<file path="src/rtl/core/vpa_pkg.sv">
package vpa_pkg;

	// Widths fixed by the field definitions.
	localparam int unsigned ADDR_W = 16;
	localparam int unsigned POS_W  = 8;

	// Pool size after reset.
	localparam logic [ADDR_W-1:0] POOL_RESET = 16'd700;

	// Result status codes.
	localparam logic [1:0] ST_OK    = 2'd0;
	localparam logic [1:0] ST_NOFIT = 2'd1;
	localparam logic [1:0] ST_NOBLK = 2'd2;
	localparam logic [1:0] ST_FULL  = 2'd3;

	// Request opcodes.
	localparam logic OP_ALLOC = 1'b0;
	localparam logic OP_FREE  = 1'b1;

	// Fit policies.
	localparam logic [1:0] FIT_FIRST = 2'd0;
	localparam logic [1:0] FIT_NEXT  = 2'd1;
	localparam logic [1:0] FIT_BEST  = 2'd2;

	// Cell commands.
	localparam logic [2:0] CM_HOLD   = 3'd0;
	localparam logic [2:0] CM_INIT   = 3'd1;
	localparam logic [2:0] CM_WRITE  = 3'd2;
	localparam logic [2:0] CM_INSERT = 3'd3;
	localparam logic [2:0] CM_ERASE  = 3'd4;

	// Register indexes.
	localparam logic REG_FIT  = 1'b0;
	localparam logic REG_POOL = 1'b1;

	typedef struct packed {
		logic [ADDR_W-1:0] start;
		logic [ADDR_W-1:0] size;
		logic              free;
	} entry_t;

	typedef struct packed {
		logic [2:0]       mode;
		logic [POS_W-1:0] pos;
		entry_t           ent_a;
		entry_t           ent_b;
	} cell_ctl_t;

	typedef struct packed {
		logic              opcode;
		logic [ADDR_W-1:0] alloc_size;
		logic [ADDR_W-1:0] release_address;
	} req_t;

	typedef struct packed {
		logic [1:0]        status;
		logic [ADDR_W-1:0] granted_address;
		logic [ADDR_W-1:0] free_total;
	} res_t;

endpackage

</file>
<file path="src/rtl/core/vpa_cell.sv">
module vpa_cell #(
	parameter int IDX = 0
) (
	input  logic               clk,
	input  logic               arst_n,
	input  vpa_pkg::cell_ctl_t ctl,
	input  vpa_pkg::entry_t    lower,
	input  vpa_pkg::entry_t    upper,
	output vpa_pkg::entry_t    ent
);

	localparam logic [vpa_pkg::POS_W:0] MY_IDX = (vpa_pkg::POS_W+1)'(IDX);

	vpa_pkg::entry_t         ent_q;
	vpa_pkg::entry_t         ent_d;
	logic [vpa_pkg::POS_W:0] pos_w;
	logic [vpa_pkg::POS_W:0] pos_p1;

	assign pos_w  = {1'b0, ctl.pos};
	assign pos_p1 = pos_w + 1'b1;

	// Next value of this descriptor from the broadcast command and the neighbours.
	always_comb begin
		ent_d = ent_q;
		unique case (ctl.mode)
			vpa_pkg::CM_INIT: begin
				ent_d = (MY_IDX == '0) ? ctl.ent_a : '0;
			end
			vpa_pkg::CM_WRITE: begin
				if (MY_IDX == pos_w) ent_d = ctl.ent_a;
			end
			vpa_pkg::CM_INSERT: begin
				if (MY_IDX == pos_w) ent_d = ctl.ent_a;
				else if (MY_IDX == pos_p1) ent_d = ctl.ent_b;
				else if (MY_IDX > pos_p1) ent_d = lower;
			end
			vpa_pkg::CM_ERASE: begin
				if (MY_IDX >= pos_w) ent_d = upper;
			end
			default: begin
				ent_d = ent_q;
			end
		endcase
	end

	always_ff @(posedge clk or negedge arst_n) begin
		if (!arst_n) begin
			if (IDX == 0) ent_q <= '{start: '0, size: vpa_pkg::POOL_RESET, free: 1'b1};
			else ent_q <= '0;
		end else begin
			ent_q <= ent_d;
		end
	end

	assign ent = ent_q;

endmodule

</file>
<file path="config.mk">
export PLATFORM = sky130hd
export DESIGN_NAME = vpa_cell
export DESIGN_NICKNAME = d
export VERILOG_FILES = /design/src/rtl/core/vpa_pkg.sv /design/src/rtl/core/vpa_cell.sv
export SDC_FILE = /design/constraint.sdc
export NUM_CORES = 1
export LEC_CHECK = 0
export ABC_AREA = 1
export BUFFER_PORTS_ARGS = -buffer_cell sky130_fd_sc_hd__buf_2
export CAP_MARGIN = 20
export CORE_UTILIZATION = 45
export CTS_BUF_LIST = sky130_fd_sc_hd__clkbuf_4 sky130_fd_sc_hd__clkbuf_8 sky130_fd_sc_hd__clkbuf_16
export DETAILED_ROUTE_END_ITERATION = 10
export GPL_TIMING_DRIVEN = 0
export HOLD_SLACK_MARGIN = 0.12
export PLACE_DENSITY = 0.8
export SLEW_MARGIN = 40
export SYNTH_ARGS = -nofsm -noshare
export SYNTH_HDL_FRONTEND = slang
export SYNTH_SLANG_ARGS = --single-unit
</file>
<file path="constraint.sdc">
create_clock -name clk -period 0.86 [get_ports clk]
set_input_delay 0 -clock clk [delete_from_list [all_inputs] [get_ports clk]]
set_output_delay 0 -clock clk [all_outputs]
set_load 0.005 [all_outputs]
</file>
Yosys cells after proc, flatten, opt, wreduce, memory -nomap -nowiden
Index checks and enable logic that the tools add are counted.
{"block": "op_classes", "order_cmp": 2, "n_mux": 6, "add_sub_neg": 1, "n_eq_ne": 7, "n_reduce_logical": 4}
{"cell": "$mux W33", "count": 5}
{"cell": "$pmux W33 S4", "count": 1}
{"cell": "$logic_not A9 Y1", "count": 2}
{"cell": "$add A8 B1 Y9 const B", "count": 1}
{"cell": "$gt A1 B9 Y1 const A", "count": 1}
{"cell": "$ge A1 B8 Y1 const A", "count": 1}
{"cell": "$eq A3 B2 Y1 const B", "count": 2}
{"cell": "$ne A2 B2 Y1 const B", "count": 2}
{"cell": "$ne A4 B4 Y1 const B", "count": 1}
{"cell": "$reduce_and A4 Y1", "count": 1}
{"cell": "$reduce_bool A4 Y1", "count": 1}
{"cell": "$eq A3 B1 Y1 const B", "count": 1}
{"cell": "$eq A3 B3 Y1 const B", "count": 1}
{"block": "totals", "in_bits": 145, "regBits": 33, "word_cells": 23}

Logic depth before layout (Yosys ltp)
{"block": "logic_depth", "depth_word": 6, "ltp_mapped": 17, "depth_no_buf": 14}

Worst setup path before layout
OpenSTA, ideal clock, no wires.
{"block": "synth_path", "kind": "input -> register", "from": "input port ctl[66] (netlist name)", "to": "register ent_q, in the netlist ent[1]", "cell_stages": 15, "setup_time_ns": 0.119, "t_arrival_ns": 1.474, "required_time_ns": 0.741, "setup_slack_ns": -0.733, "cell_sequence": "ha_1 buf_2 nand2_1 inv_1 nand3_1 inv_1 nor2_1 nand3_2 buf_2 nand2_1 nand3_1 nand2_1 inv_2 nor2_1 nor2_1"}
{"block": "synth_via", "elab_chain_cells": 5, "elab_cells_between_ends": 12}
{"element": "start: declaration", "line_no": "vpa_cell.sv:6", "text": "input vpa_pkg::cell_ctl_t ctl,"}
{"element": "branches (longest 5 deep; another with $add A8 B1 Y9)"}
{"element": "end signal: assignment", "line_no": "vpa_cell.sv:48", "text": "if (IDX == 0) ent_q <= '{start: '0, size: vpa_pkg::POOL_RESET, free: 1'b1};"}
{"element": "end signal: assignment", "line_no": "vpa_cell.sv:51", "text": "ent_q <= ent_d;"}
{"element": "end: declaration", "line_no": "vpa_cell.sv:14", "text": "vpa_pkg::entry_t ent_q;"}
Several ways; the timed one is not identified.
A chain may end at the register's enable or synchronous reset.

Final worst setup path
{"block": "layout_path", "from": "input port ctl[66] (netlist name)", "to": "register ent_q, in the netlist ent[11]"}
The elaborated chain is that of the path after synthesis.

==> results by group <==
Global routing
  • Grt met1 use: 0.368
  • Global route hottest layer: met2
  • Global-route usage over all layers: 0.309
  • Number of antenna violations at the first check in global routing: 0
  • Global-route wire length before repair: roughly 19 mm
  • Vias in the first global route: around 4200
  • Overflow after GRT: 0
  • Met2 Track Usage GR: 0.561
  • Met3 Track Usage GR: 0.0582
  • Maximum number of pins on one net before global-route repair: 34

Finish
  • Number of flip-flops in the largest register: 33
  • Fraction of final layout cells sized beyond drive strength 1: 0.445
  • Antenna Diode Count: 0
  • Area of the multi-input gates: approximately 2300 µm²
  • Final standard cell area without fillers: about 5300 µm²
  • Area growth from synthesis to final layout: 55.5%
  • Area of all sequential standard cells: around 830 µm²
  • Total Nets Final: 962
  • Number of fillers in the final layout: approximately 670
  • Non-filler cells, final: 915

Synthesis
  • Library cell with the highest instance count after synthesis: nand2_1
  • Top cell types by occurrence after synthesis: nand2_1, inv_1, nor2_1
  • Number of nets in the synthesized netlist: 753
  • Gate count after technology mapping: roughly 600
  • Number of flops mapped to enable cells by yosys: 0
  • Yosys cell types: 23
  • Synthesized area per cell: 5.62 µm²
  • Number of storage elements in the synthesis netlist: 33
  • Top cell type's share of synthesized area: 0.191
  • Biggest area consumer among synthesized cells: dfrtp_1
  • Share of flip-flops with an asynchronous set or reset after synthesis: 1.00
  • Post-synthesis sequential area ratio: 0.245
  • Top_reg_cell synth: dfrtp_1
  • Top cells by area in the synthesized netlist: dfrtp_1, nand2_1, nand3_1, a21oi_1, inv_1
  • Cell Area, Synth: 3410 µm²
  • Yosys warns: 0

Die
  • Placement row count: 31
  • Die Ht: just under 90 µm
  • Initial Util: 0.467
  • Die area: 7920 µm²
  • Core footprint: 7290 µm²
  • I/O pins: approximately 180
  • Floorplan die width: 89.0 µm

Pwr
  • Leakage: between 0.003 and 0.004 µW
  • Int Power: between 3000 and 4000 µW
  • Switching Share: 0.368
  • Max rail drop VDD: between 0.6 and 0.7 mV
  • Power density over cell area: roughly 1100 nW/µm²
  • Sequential group share of total power: 0.361
  • Switching power summed over all nets: roughly 2200 µW
  • Combinational fraction of design power: 0.441
  • Total power after layout: between 6000 and 7000 µW
  • Power share of the clock group: 0.198

Status
  • Violated checks: setup timing
  • Run status: finished with violations

Timing
  • Final setup violation count: 40
  • Minimum clock period after layout: between 1 and 1.5 ns
  • Setup Skew: 0 ns
  • Headroom to the max-slew limit: 0.651
  • Setup repair after global routing missed its margin: yes
  • Worst-case setup margin in the final layout: -0.599 ns
  • Final Max Slew Viols: 0
  • Least-Margin Pin Slew: roughly 0.52 ns
  • Number of failing hold endpoints at the final stage: 0
  • Final critical-path share of the clock period: 1.70
  • Max Fclk: just under 700 MHz
  • Worst hold slack across all endpoints: roughly 0.13 ns

Worst hold path
  • Beginning of the worst hold path: lower[21]
  • Hold Path Class: in2reg

Worst setup path
  • Launching element of the worst setup path: ctl[66]
  • Worst EP arrival: about 1.6 ns
  • Critical path type: in2reg
  • Endpoint class of the critical path: flip-flop
  • Worst flop-to-flop path startpoint: ent[4]
  • Critical path fanouts, max: 6
  • Worst setup SP type: input port
  • Required time at the worst-slack endpoint: approximately 1.0 ns

Routing
  • DRC violation count after routing: 0
  • Total via count in the routed design: between 4000 and 5000
  • Remaining number of nets flagged by the antenna check after routing: 0
  • Post-DR vias/cell: approximately 5.3
  • Average routed wire per standard cell: ~14 µm
  • First-pass iteration count of the detailed router: 5
  • Routed WL: between 10 and 15 mm
  • Count of routing violations after the opening detailed-route iteration: around 240

Clock network
  • Cts bufs inserted: 5
  • H-tree levels: 2
  • Clock tree from TritonCTS: yes
  • Num Clock Sinks: 33
  • Source-to-sink clock delay at the later pin of the worst-skew pair: roughly 0.29 ns
  • Clock Pin Slew Worst Setup and Hold Paths: 0.08 ns
  • Buffers from clock root to sink, at most: 2
  • Clock root buffer: clkbuf_8

Place
  • Input/output buffers: approximately 180
  • Number of cells in the design after placement: about 880
  • HPWL reported at the end of detailed placement: roughly 9.0 mm
  • Post-Place Cell Area: 4480 µm²
  • Weighted congestion at the end of routability-driven global placement: 0.869
  • Post-placement setup slack: -1.13 ns

Job
  • Max Cap Viol: 0
-- logic make-up (layout without fill, tap and decap cells) --
family | count (synthesis) | count (layout) | synth area share
buffers and inverters | 157 | 366 | 0.191
adder cells (fa/ha/maj) | 2 | 2 | 0.00735
AO/OA/AOI/OAI | 102 | 102 | 0.150
XOR/XNOR | 1 | 1 | 0.00257
AND/OR/NAND/NOR | 311 | 312 | 0.404
flip-flops | 33 | 33 | 0.245
-- power groups by stage --
| stage | clock (µW) | sequential, µW | combinational, µW |
|---|---|---|---|
| 6_report | 1200 | 2180 | 2660 |
| 3_3_place_gp | 0 | 2160 | 2090 |
| 3_5_place_dp | 0 | 2170 | 2140 |
| 2_1_floorplan | 0 | 2200 | 1090 |
| 4_1_cts | 1210 | 2150 | 2420 |
| 5_1_grt | 1280 | 2230 | 2940 |
-- layer usage --
| metal | wire (µm) | share of wire |
|---|---|---|
| met3 | 1130 | 0.086 |
| met5 | 0 | 0 |
| met4 | 335 | 0.026 |
| met2 | 6460 | 0.49 |
| met1 | 5200 | 0.40 |
-- final cells by class --
class                      count  area share
buffer                        41      0.0569
clock buffer                   5      0.0130
clock inverter                 3     0.00331
inverter                     114      0.0813
multi-input combinational    417       0.426
sequential                    33       0.158
tap                           99      0.0234
timing repair buffer         203       0.238
-- through the flow --
stage | util | setup TNS [ns]
after CTS | 0.681 | -16.18
final | 0.726 | -17.17
after global placement | 0.614 | -33.25
after global routing | 0.726 | -22.03
after floorplan | - | -18.11
after detailed placement | 0.614 | -35.01
-- critical path, stage by stage --
cell and delay [ns]:
buf_8 0.08, ha_4 0.18, nand2_2 0.06, inv_2 0.06
nand2_1 0.05, nand2_1 0.08, nand2_2 0.07, nor2_4 0.14
buf_6 0.13, nand3_2 0.17, clkbuf_16 0.22, nand2_1 0.05
nand3_1 0.06, nand2_1 0.08, inv_2 0.03, nor2_1 0.12
nor2_1 0.06
-- placed cells by master (no fill, tap or decap), types with 26 or more instances in the layout --
cell | netlist | final
dfrtp_1 | 26 | 26
nand4_1 | 35 | 35
o21ai_0 | 34 | 34
nand3_1 | 74 | 49
inv_1 | 85 | 82
inv_2 | 27 | 30
nand2_1 | 120 | 92
buf_2 | 16 | 171
nor2_1 | 75 | 58
a21oi_1 | 67 | 64
nand2_2 | 1 | 28
nand3_2 | 1 | 26
-- final timing paths --
path                            slack [ns]      end  cells after the start
worst min register to register        0.49  ent[12]                      2
worst max-delay path                 -0.60  ent[11]                     17
worst max register to register        0.05   ent[4]                      3
worst min-delay path                  0.13  ent[21]                      7
min in group asynchronous             0.19  ent[20]                      2
max in group asynchronous             0.32   ent[8]                      2
-- what timing repair did --
action                                  4_1_cts  5_1_grt
endpoints found under the setup margin       40       40
buffers inserted                             18        1
resized for setup                            69       73
pin swaps                                    24       38
endpoints found under the hold margin        26       33
gates cloned                                  4        4
Note: power is estimated with default switching activity, not from simulation.
